===== config.mk =====
export PLATFORM = sky130hd
export DESIGN_NAME = crc16_frame_receiver_echo_core
export DESIGN_NICKNAME = d
export VERILOG_FILES = /design/src/rtl/crcfr_pkg.sv /design/src/rtl/crc16_frame_receiver_echo_core.sv /design/src/rtl/crcfr_crc_unit.sv /design/src/rtl/crcfr_travel_acc.sv /design/src/rtl/crcfr_ack_tx.sv
export SDC_FILE = /design/constraint.sdc
export NUM_CORES = 1
export LEC_CHECK = 0
export BUFFER_PORTS_ARGS = -buffer_cell sky130_fd_sc_hd__buf_4
export CAP_MARGIN = 20
export CORE_UTILIZATION = 67
export CTS_CLUSTER_DIAMETER = 150
export CTS_CLUSTER_SIZE = 20
export DETAILED_ROUTE_END_ITERATION = 10
export PLACE_DENSITY = 0.89
export SYNTH_ARGS = -nofsm -noshare
export SYNTH_HDL_FRONTEND = slang
export SYNTH_SLANG_ARGS = --single-unit
export TNS_END_PERCENT = 100

===== constraint.sdc =====
create_clock -name clk -period 20.3 [get_ports clk]
set_clock_uncertainty 0.05 [all_clocks]
set_input_delay 1.015 -clock clk [delete_from_list [all_inputs] [get_ports clk]]
set_output_delay 1.015 -clock clk [all_outputs]
set_load 0.02 [all_outputs]

===== src/rtl/crcfr_pkg.sv =====
// shared types, constants and codes for the crc16 frame receiver
// no dependencies

package crcfr_pkg;

  localparam int FRAME_LEN     = 12;
  localparam int TAIL_POS      = 11;
  localparam int BYTE_W        = 8;
  localparam int FILL_W        = 4;
  localparam int CRC_BYTES     = 8;
  localparam int STEP_W        = 3;
  localparam int TRAVEL_DIGITS = 5;
  localparam int TRAVEL_W      = 22;
  localparam int KIND_W        = 2;
  localparam int CFG_IDX_W     = 3;

  localparam logic [15:0] CRC_INIT = 16'hFFFF;
  localparam logic [15:0] CRC_POLY = 16'hA001;

  localparam logic [7:0] HEADER_RST  = 8'd170;
  localparam logic [7:0] TRAILER_RST = 8'd85;
  localparam logic [7:0] OP_CW_RST   = 8'd1;
  localparam logic [7:0] OP_CCW_RST  = 8'd2;
  localparam logic [7:0] OP_CYC_RST  = 8'd3;

  // configuration register indexes
  localparam logic [CFG_IDX_W-1:0] REG_HEADER  = 3'd0;
  localparam logic [CFG_IDX_W-1:0] REG_TRAILER = 3'd1;
  localparam logic [CFG_IDX_W-1:0] REG_OP_CW   = 3'd2;
  localparam logic [CFG_IDX_W-1:0] REG_OP_CCW  = 3'd3;
  localparam logic [CFG_IDX_W-1:0] REG_OP_CYC  = 3'd4;

  // command kinds
  localparam logic [KIND_W-1:0] KIND_UNKNOWN = 2'd0;
  localparam logic [KIND_W-1:0] KIND_CW      = 2'd1;
  localparam logic [KIND_W-1:0] KIND_CCW     = 2'd2;
  localparam logic [KIND_W-1:0] KIND_CYCLE   = 2'd3;

  typedef enum logic [1:0] {
    ST_IDLE,
    ST_LOAD,
    ST_SCAN,
    ST_DECIDE
  } state_t;

  typedef struct packed {
    logic load;
    logic crc_step;
    logic trav_step;
  } scan_ctl_t;

  typedef struct packed {
    logic [KIND_W-1:0]   kind;
    logic [BYTE_W-1:0]   motor;
    logic [TRAVEL_W-1:0] travel;
    logic [BYTE_W-1:0]   cycles;
  } ack_info_t;

endpackage


===== src/rtl/crc16_frame_receiver_echo_core.sv =====
// input: a byte that does not complete the 12-byte window is taken while the fsm is idle
// a byte that completes it holds the input through load, 8 crc byte steps and decide,
// which on a match waits for a free ack shifter and loads it; the ack then goes out 1 byte/cycle while out_stall is low
// the byte-serial crc pass over frame bytes 1 to 8 sets the per-window cost
// reset: config registers return to defaults, window empty, no ack pending
// top level: window, config registers, control fsm; depends on crcfr_pkg and the units

module crc16_frame_receiver_echo_core (
  input  logic                                clk,
  input  logic                                rst_n,
  input  logic                                in_valid,
  output logic                                in_stall,
  input  logic [7:0]                          in_rx_byte,
  output logic                                out_valid,
  input  logic                                out_stall,
  output logic [7:0]                          out_ack_byte,
  output logic                                out_last_byte,
  output logic [1:0]                          out_command_kind,
  output logic [7:0]                          out_motor_select,
  output logic [21:0]                         out_travel,
  output logic [7:0]                          out_cycle_count,
  input  logic                                cfg_we,
  input  logic [crcfr_pkg::CFG_IDX_W-1:0]     cfg_index,
  input  logic [7:0]                          cfg_wdata
);
  import crcfr_pkg::*;

  state_t            state_r, state_nxt;
  logic [STEP_W-1:0] step_r, step_nxt;
  logic [FILL_W-1:0] fill_r, fill_nxt;
  logic [7:0]        win_r [FRAME_LEN];

  logic [7:0] header_r, trailer_r, op_cw_r, op_ccw_r, op_cyc_r;

  scan_ctl_t  ctl;
  ack_info_t  info;
  logic       in_take, slide, ack_load, match, tx_free;
  logic [15:0]                crc;
  logic [TRAVEL_W-1:0]        trav;
  logic [CRC_BYTES*8-1:0]     crc_bytes;
  logic [TRAVEL_DIGITS*8-1:0] digit_bytes;
  logic [FRAME_LEN*8-1:0]     frame_bytes;

  assign in_take = in_valid && !in_stall;

  always_comb begin
    for (int k = 0; k < CRC_BYTES; k++) begin
      crc_bytes[k*8 +: 8] = win_r[k+1];
    end
    for (int k = 0; k < TRAVEL_DIGITS; k++) begin
      digit_bytes[k*8 +: 8] = win_r[k+3];
    end
    for (int k = 0; k < FRAME_LEN; k++) begin
      frame_bytes[k*8 +: 8] = win_r[k];
    end
  end

  crcfr_crc_unit u_crc (
    .clk      (clk),
    .ctl      (ctl),
    .bytes_in (crc_bytes),
    .crc      (crc)
  );

  crcfr_travel_acc u_trav (
    .clk       (clk),
    .ctl       (ctl),
    .digits_in (digit_bytes),
    .travel    (trav)
  );

  // the echo carries all twelve frame bytes unchanged, so its crc is bytes 9 and 10
  crcfr_ack_tx u_tx (
    .clk              (clk),
    .rst_n            (rst_n),
    .load             (ack_load),
    .frame_in         (frame_bytes),
    .info_in          (info),
    .free             (tx_free),
    .out_valid        (out_valid),
    .out_stall        (out_stall),
    .out_ack_byte     (out_ack_byte),
    .out_last_byte    (out_last_byte),
    .out_command_kind (out_command_kind),
    .out_motor_select (out_motor_select),
    .out_travel       (out_travel),
    .out_cycle_count  (out_cycle_count)
  );

  assign match = (win_r[0] == header_r) && (win_r[TAIL_POS] == trailer_r)
              && (crc == {win_r[9], win_r[10]});

  // first matching opcode wins
  always_comb begin
    info.kind   = KIND_UNKNOWN;
    info.motor  = win_r[2];
    info.travel = '0;
    info.cycles = '0;
    priority if (win_r[1] == op_cw_r) begin
      info.kind = KIND_CW;
    end else if (win_r[1] == op_ccw_r) begin
      info.kind = KIND_CCW;
    end else if (win_r[1] == op_cyc_r) begin
      info.kind = KIND_CYCLE;
    end else begin
      info.kind = KIND_UNKNOWN;
    end
    if (info.kind != KIND_UNKNOWN) begin
      info.travel = trav;
    end
    if (info.kind == KIND_CYCLE) begin
      info.cycles = win_r[8];
    end
  end

  // next state
  always_comb begin
    state_nxt = state_r;
    unique case (state_r)
      ST_IDLE: begin
        if (in_valid && fill_r == FILL_W'(FRAME_LEN - 1)) begin
          state_nxt = ST_LOAD;
        end
      end
      ST_LOAD: begin
        state_nxt = ST_SCAN;
      end
      ST_SCAN: begin
        if (step_r == STEP_W'(CRC_BYTES - 1)) begin
          state_nxt = ST_DECIDE;
        end
      end
      ST_DECIDE: begin
        if (!match || tx_free) begin
          state_nxt = ST_IDLE;
        end
      end
      default: state_nxt = ST_IDLE;
    endcase
  end

  // outputs
  always_comb begin
    in_stall      = 1'b1;
    ctl.load      = 1'b0;
    ctl.crc_step  = 1'b0;
    ctl.trav_step = 1'b0;
    slide         = 1'b0;
    ack_load      = 1'b0;
    unique case (state_r)
      ST_IDLE: begin
        in_stall = 1'b0;
      end
      ST_LOAD: begin
        ctl.load = 1'b1;
      end
      ST_SCAN: begin
        ctl.crc_step  = 1'b1;
        ctl.trav_step = (step_r < STEP_W'(TRAVEL_DIGITS));
      end
      ST_DECIDE: begin
        slide    = !match;
        ack_load = match && tx_free;
      end
      default: in_stall = 1'b1;
    endcase
  end

  always_comb begin
    step_nxt = '0;
    if (state_r == ST_SCAN) begin
      step_nxt = step_r + 1'b1;
    end
    fill_nxt = fill_r;
    if (in_take) begin
      fill_nxt = fill_r + 1'b1;
    end else if (slide) begin
      fill_nxt = FILL_W'(TAIL_POS);
    end else if (ack_load) begin
      fill_nxt = '0;
    end
  end

  always_ff @(posedge clk) begin
    if (!rst_n) begin
      state_r   <= ST_IDLE;
      step_r    <= '0;
      fill_r    <= '0;
      header_r  <= HEADER_RST;
      trailer_r <= TRAILER_RST;
      op_cw_r   <= OP_CW_RST;
      op_ccw_r  <= OP_CCW_RST;
      op_cyc_r  <= OP_CYC_RST;
    end else begin
      state_r <= state_nxt;
      step_r  <= step_nxt;
      fill_r  <= fill_nxt;
      if (cfg_we) begin
        unique case (cfg_index)
          REG_HEADER:  header_r  <= cfg_wdata;
          REG_TRAILER: trailer_r <= cfg_wdata;
          REG_OP_CW:   op_cw_r   <= cfg_wdata;
          REG_OP_CCW:  op_ccw_r  <= cfg_wdata;
          REG_OP_CYC:  op_cyc_r  <= cfg_wdata;
          default: ;
        endcase
      end
    end
  end

  // window bytes past the fill count are always written before they are read
  always_ff @(posedge clk) begin
    if (in_take) begin
      win_r[fill_r] <= in_rx_byte;
    end else if (slide) begin
      for (int k = 0; k < TAIL_POS; k++) begin
        win_r[k] <= win_r[k+1];
      end
    end
  end

  // a full window holds twelve bytes while it is checked
  a_fill_range: assert property (@(posedge clk) disable iff (!rst_n)
    fill_r <= FILL_W'(FRAME_LEN))
    else $error("fill count beyond window");

  a_load_free: assert property (@(posedge clk) disable iff (!rst_n)
    ack_load |-> !out_valid)
    else $error("ack loaded while previous ack pending");

  a_slide_fill: assert property (@(posedge clk) disable iff (!rst_n)
    slide |=> (fill_r == FILL_W'(TAIL_POS)) && (state_r == ST_IDLE))
    else $error("slide did not leave eleven bytes");

  a_last_drains: assert property (@(posedge clk) disable iff (!rst_n)
    (out_valid && !out_stall && out_last_byte) |=> !out_valid)
    else $error("ack continued after last byte");

endmodule


===== src/rtl/crcfr_crc_unit.sv =====
// byte-serial modbus crc16 over frame bytes 1 to 8, one byte per cycle
// depends on crcfr_pkg

module crcfr_crc_unit (
  input  logic                                clk,
  input  crcfr_pkg::scan_ctl_t                ctl,
  input  logic [crcfr_pkg::CRC_BYTES*8-1:0]   bytes_in,
  output logic [15:0]                         crc
);
  import crcfr_pkg::*;

  logic [15:0]            crc_r, crc_nxt;
  logic [CRC_BYTES*8-1:0] sh_r, sh_nxt;

  function automatic logic [15:0] crc_byte(input logic [15:0] c, input logic [7:0] b);
    logic [15:0] v;
    v = c ^ {8'h00, b};
    for (int i = 0; i < 8; i++) begin
      v = v[0] ? ((v >> 1) ^ CRC_POLY) : (v >> 1);
    end
    return v;
  endfunction

  always_comb begin
    crc_nxt = crc_r;
    sh_nxt  = sh_r;
    if (ctl.load) begin
      crc_nxt = CRC_INIT;
      sh_nxt  = bytes_in;
    end else if (ctl.crc_step) begin
      crc_nxt = crc_byte(crc_r, sh_r[7:0]);
      sh_nxt  = sh_r >> 8;
    end
  end

  always_ff @(posedge clk) begin
    crc_r <= crc_nxt;
    sh_r  <= sh_nxt;
  end

  assign crc = crc_r;

endmodule


===== src/rtl/crcfr_travel_acc.sv =====
// decimal travel from five digit bytes, horner form, one digit per cycle
// depends on crcfr_pkg

module crcfr_travel_acc (
  input  logic                                      clk,
  input  crcfr_pkg::scan_ctl_t                      ctl,
  input  logic [crcfr_pkg::TRAVEL_DIGITS*8-1:0]     digits_in,
  output logic [crcfr_pkg::TRAVEL_W-1:0]            travel
);
  import crcfr_pkg::*;

  logic [TRAVEL_W-1:0]        acc_r, acc_nxt;
  logic [TRAVEL_DIGITS*8-1:0] sh_r, sh_nxt;

  // most significant digit sits in the top byte
  always_comb begin
    acc_nxt = acc_r;
    sh_nxt  = sh_r;
    if (ctl.load) begin
      acc_nxt = '0;
      sh_nxt  = digits_in;
    end else if (ctl.trav_step) begin
      acc_nxt = (acc_r << 3) + (acc_r << 1)
              + TRAVEL_W'(sh_r[TRAVEL_DIGITS*8-1 -: 8]);
      sh_nxt  = sh_r << 8;
    end
  end

  always_ff @(posedge clk) begin
    acc_r <= acc_nxt;
    sh_r  <= sh_nxt;
  end

  assign travel = acc_r;

endmodule


===== src/rtl/crcfr_ack_tx.sv =====
// acknowledgement shifter: twelve bytes out, one per request, with decoded fields
// depends on crcfr_pkg

module crcfr_ack_tx (
  input  logic                                 clk,
  input  logic                                 rst_n,
  input  logic                                 load,
  input  logic [crcfr_pkg::FRAME_LEN*8-1:0]    frame_in,
  input  crcfr_pkg::ack_info_t                 info_in,
  output logic                                 free,
  output logic                                 out_valid,
  input  logic                                 out_stall,
  output logic [7:0]                           out_ack_byte,
  output logic                                 out_last_byte,
  output logic [1:0]                           out_command_kind,
  output logic [7:0]                           out_motor_select,
  output logic [21:0]                          out_travel,
  output logic [7:0]                           out_cycle_count
);
  import crcfr_pkg::*;

  logic [FRAME_LEN*8-1:0] sh_r, sh_nxt;
  ack_info_t              info_r, info_nxt;
  logic [FILL_W-1:0]      cnt_r, cnt_nxt;
  logic                   take;

  assign out_valid = (cnt_r != '0);
  assign take      = out_valid && !out_stall;
  assign free      = (cnt_r == '0);

  always_comb begin
    sh_nxt   = sh_r;
    info_nxt = info_r;
    cnt_nxt  = cnt_r;
    if (load) begin
      sh_nxt   = frame_in;
      info_nxt = info_in;
      cnt_nxt  = FILL_W'(FRAME_LEN);
    end else if (take) begin
      sh_nxt  = sh_r >> 8;
      cnt_nxt = cnt_r - 1'b1;
    end
  end

  always_ff @(posedge clk) begin
    if (!rst_n) begin
      cnt_r <= '0;
    end else begin
      cnt_r <= cnt_nxt;
    end
  end

  always_ff @(posedge clk) begin
    sh_r   <= sh_nxt;
    info_r <= info_nxt;
  end

  assign out_ack_byte     = sh_r[7:0];
  assign out_last_byte    = (cnt_r == FILL_W'(1));
  assign out_command_kind = info_r.kind;
  assign out_motor_select = info_r.motor;
  assign out_travel       = info_r.travel;
  assign out_cycle_count  = info_r.cycles;

endmodule

==> reports/metrics.cfg <==
[status]
status=finished clean

[layout]
syn2layout_area_growth_pct=7.92
drive_gt1_share_pct=15.8
n_fill_cell=1751
multi_input_area_mm2=0.00651
antenna_cells=0
regArea_mm2=0.0119
final_nets=1617

[clocking]
tritoncts=done
cts_root_buf=clkbuf_16
clkSlewWorstSetupHoldPaths_ps=80
cts_buffer_depth=3
clk_latency_ps=570
ctsHoldBuffers=0
ctsResizeCount=0
clkSinkCount=427
post_cts_buffers=0
htree_levels=1
cts_buffers=25

[route]
routed_wl_um=43400
drtPass1Iterations=5
wire_per_inst_um=22.4
viasPerCell=6.15
vias=11925
route.detailed.drc=0
drt-initial-drc-count=1346
antenna_left=0

[worst_setup_path]
critPathMaxStageDelay_ps=690
cp_slowest_cell=buf_4
critPathKind=reg -> reg
required_ps=20550
end_kind=flip-flop
cp.arrival_ps=4400
worst-path-max-fanout=88
start_kind=flip-flop
cp_top_family=simple AND/OR/NAND/NOR gates
crit_buf_inv=2
cp_cell_sequence=xor2_1, nor4_1, nand4_1, or2_1, or3_1, clkinv_4, buf_4, mux2_2

[timing]
hold_viol_final=0
worst_slack_ps=16150
relSlewSlack_pct=21.1
period_needed_ps=4150
max_freq_ghz=0.241
hold_ws_ps=422
drv_slew=0
rsz0062_at_grt=false
final.setup.tns_ps=0
tightestPinTransition_ps=1180
finalSetupViolations=0
fin_crit_sh_pct=20.4

[global_routing]
grt_pass1_vias=11829
grt_pass1_wl_um=66600
grt_antenna_before_repair=2
grtUsageTotal_pct=30.5
overflow=0
grt_start_max_net_pins=93

[run]
maxCapViolations=0

[yosys]
synthArstFlopShare_pct=0
ys_seq_area_share_pct=62.3
netlist_instances=1508
ys.flop_type=edfxtp_1
synth_area_mm2=0.0191
yosysWarningCount=0
ys_types=58
synth_edf_count=336
syn_avg_cell_area_um2=12.7
ys_ff_latch=427
synth_fp_nets=1583

[die]
die_area_mm2=0.0292
initial_core_util_pct=68.5
fp.dieH_um=171
row_count=61
die_width_um=171
core-area_mm2=0.0279
io-pin-count=75

[power]
fin_total_pwr_mw=1.80
p_sw_share_pct=23.9
vdd.ir_drop.worst_v=0.000100
p_comb_share_pct=11.4
p_int_mw=1.37
clkPwrFrac_pct=28.4
power_density_mw_per_mm2=87.4
seqPwrFrac_pct=60.2
power.switching_mw=0.432
leakagePower_nw=8.15

[worst_hold_path]
hp-class=reg -> reg

[place]
dp_hpwl_um=28400
dpl_worst_slack_ps=16240
io_buffers=74
finalWeightedCongestion=0.904

[sequential cells by signal, summed over array words and instances (netlist names), 16 cells and up]
signal	cells
u_crc.sh_r	64
win_r	96
u_trav.sh_r	40
u_trav.travel	22
u_tx.out_travel	22
u_tx.sh_r	96
u_crc.crc	16
[final cells by class]
type | instances | area share, %
Timing Repair Buffer | 93 | 3.43
Clock inverter | 2 | 0.121
Clock buffer | 44 | 3.38
Multi-Input combinational cell | 913 | 31.6
Inverter | 82 | 1.52
Sequential cell | 427 | 57.7
Tap cell | 378 | 2.29
[routing by layer]
metal / track usage, % / share of wire (%)
met5: 0 / 0.032
met4: 12.0 / 3.7
met3: 5.02 / 9.1
met2: 48.6 / 47
met1: 42.1 / 40
[worst reg2reg max path, delay by kind of cell, from the launching register on]
family,cells,cell delay [ps]
muxes,1,430
DFF,1,440
xor gates and xnor gates,1,160
and+or+nand+nor,4,1400
buffers and inverters,2,1400
[final timing paths]
| check | slack [ps] | depth (start not counted) | from | endpoint |
|---|---|---|---|---|
| worst max-delay path | 16150 | 8 | win_r[9][1] | u_tx.sh_r[29] |
| worst min-delay path | 420 | 1 | step_r[0] | step_r[0] |
| worst max register to register | 16150 | 8 | win_r[9][1] | u_tx.sh_r[29] |
| worst min register to register | 420 | 1 | step_r[0] | step_r[0] |
[synth_stat cells (4+ instances only)]
library cell | count | area share, %
o21ai_0 | 95 | 2.5
nand2b_1 | 5 | 0.16
buf_1 | 5 | 0.098
nand4_1 | 7 | 0.23
o21bai_1 | 4 | 0.16
and2_1 | 67 | 2.2
dfxtp_1 | 91 | 9.5
clkbuf_1 | 61 | 1.2
a21oi_1 | 39 | 1.0
xor2_1 | 54 | 2.5
a211o_1 | 9 | 0.41
a211oi_1 | 6 | 0.24
nor2_1 | 32 | 0.63
or2_2 | 9 | 0.29
nor2b_1 | 13 | 0.43
nor4_1 | 11 | 0.36
nand3b_1 | 4 | 0.16
and3_1 | 9 | 0.29
xnor2_1 | 42 | 1.9
buf_4 | 15 | 0.59
a21o_1 | 95 | 3.7
nor3_1 | 6 | 0.16
ha_1 | 45 | 2.9
fa_1 | 6 | 0.63
edfxtp_1 | 336 | 53
or3_1 | 4 | 0.13
mux2_2 | 102 | 6.0
mux2_4 | 10 | 0.79
nand3_1 | 21 | 0.55
inv_1 | 81 | 1.6
nand2_1 | 160 | 3.1
a21boi_0 | 30 | 1.2
[power by group through the flow]
stage / registers [mW] / clock network (mW) / logic [mW]
CTS: 1.08 / 0.514 / 0.205
detailed placement: 1.10 / 0 / 0.203
global route: 1.09 / 0.547 / 0.220
global placement: 1.10 / 0 / 0.190
finish: 1.09 / 0.511 / 0.206
floorplan: 1.11 / 0 / 0.142
[cell families (layout without fill, tap and decap cells)]
| kind of cell | count (synthesis) | count (layout) | synth area share, % |
|---|---|---|---|
| AOI/OAI and AO/OA | 299 | 299 | 10.1 |
| xor gates and xnor gates | 96 | 96 | 4.40 |
| adders and majority gates | 51 | 51 | 3.57 |
| buffers and inverters | 168 | 221 | 3.81 |
| DFF | 427 | 427 | 62.3 |
| muxes | 114 | 114 | 6.90 |
| and+or+nand+nor | 353 | 353 | 8.92 |
[placed cells by master, fill, tap and decap left out, types with 19 or more instances in the layout]
master / instances
a21boi_0: 30
a21o_1: 95
a21oi_1: 39
and2_1: 67
buf_4: 91
clkbuf_1: 19
clkbuf_16: 25
dfxtp_1: 91
edfxtp_1: 336
ha_1: 43
inv_1: 81
mux2_2: 102
nand2_1: 160
nand3_1: 21
nor2_1: 32
o21ai_0: 88
xnor2_1: 42
xor2_1: 54
[metrics by stage]
| step | instance area [um2] | util [%] | std cells |
|---|---|---|---|
| finish | 20600 | 73.9 | 1939 |
| global route | 20600 | 73.9 | 1939 |
| CTS | 20600 | 73.9 | 1938 |
| detailed placement | 19900 | 71.3 | 1892 |
| global placement | 19900 | 71.2 | 1891 |
| floorplan | 19100 | - | 1508 |
Note: power is estimated with default switching activity, not from simulation.
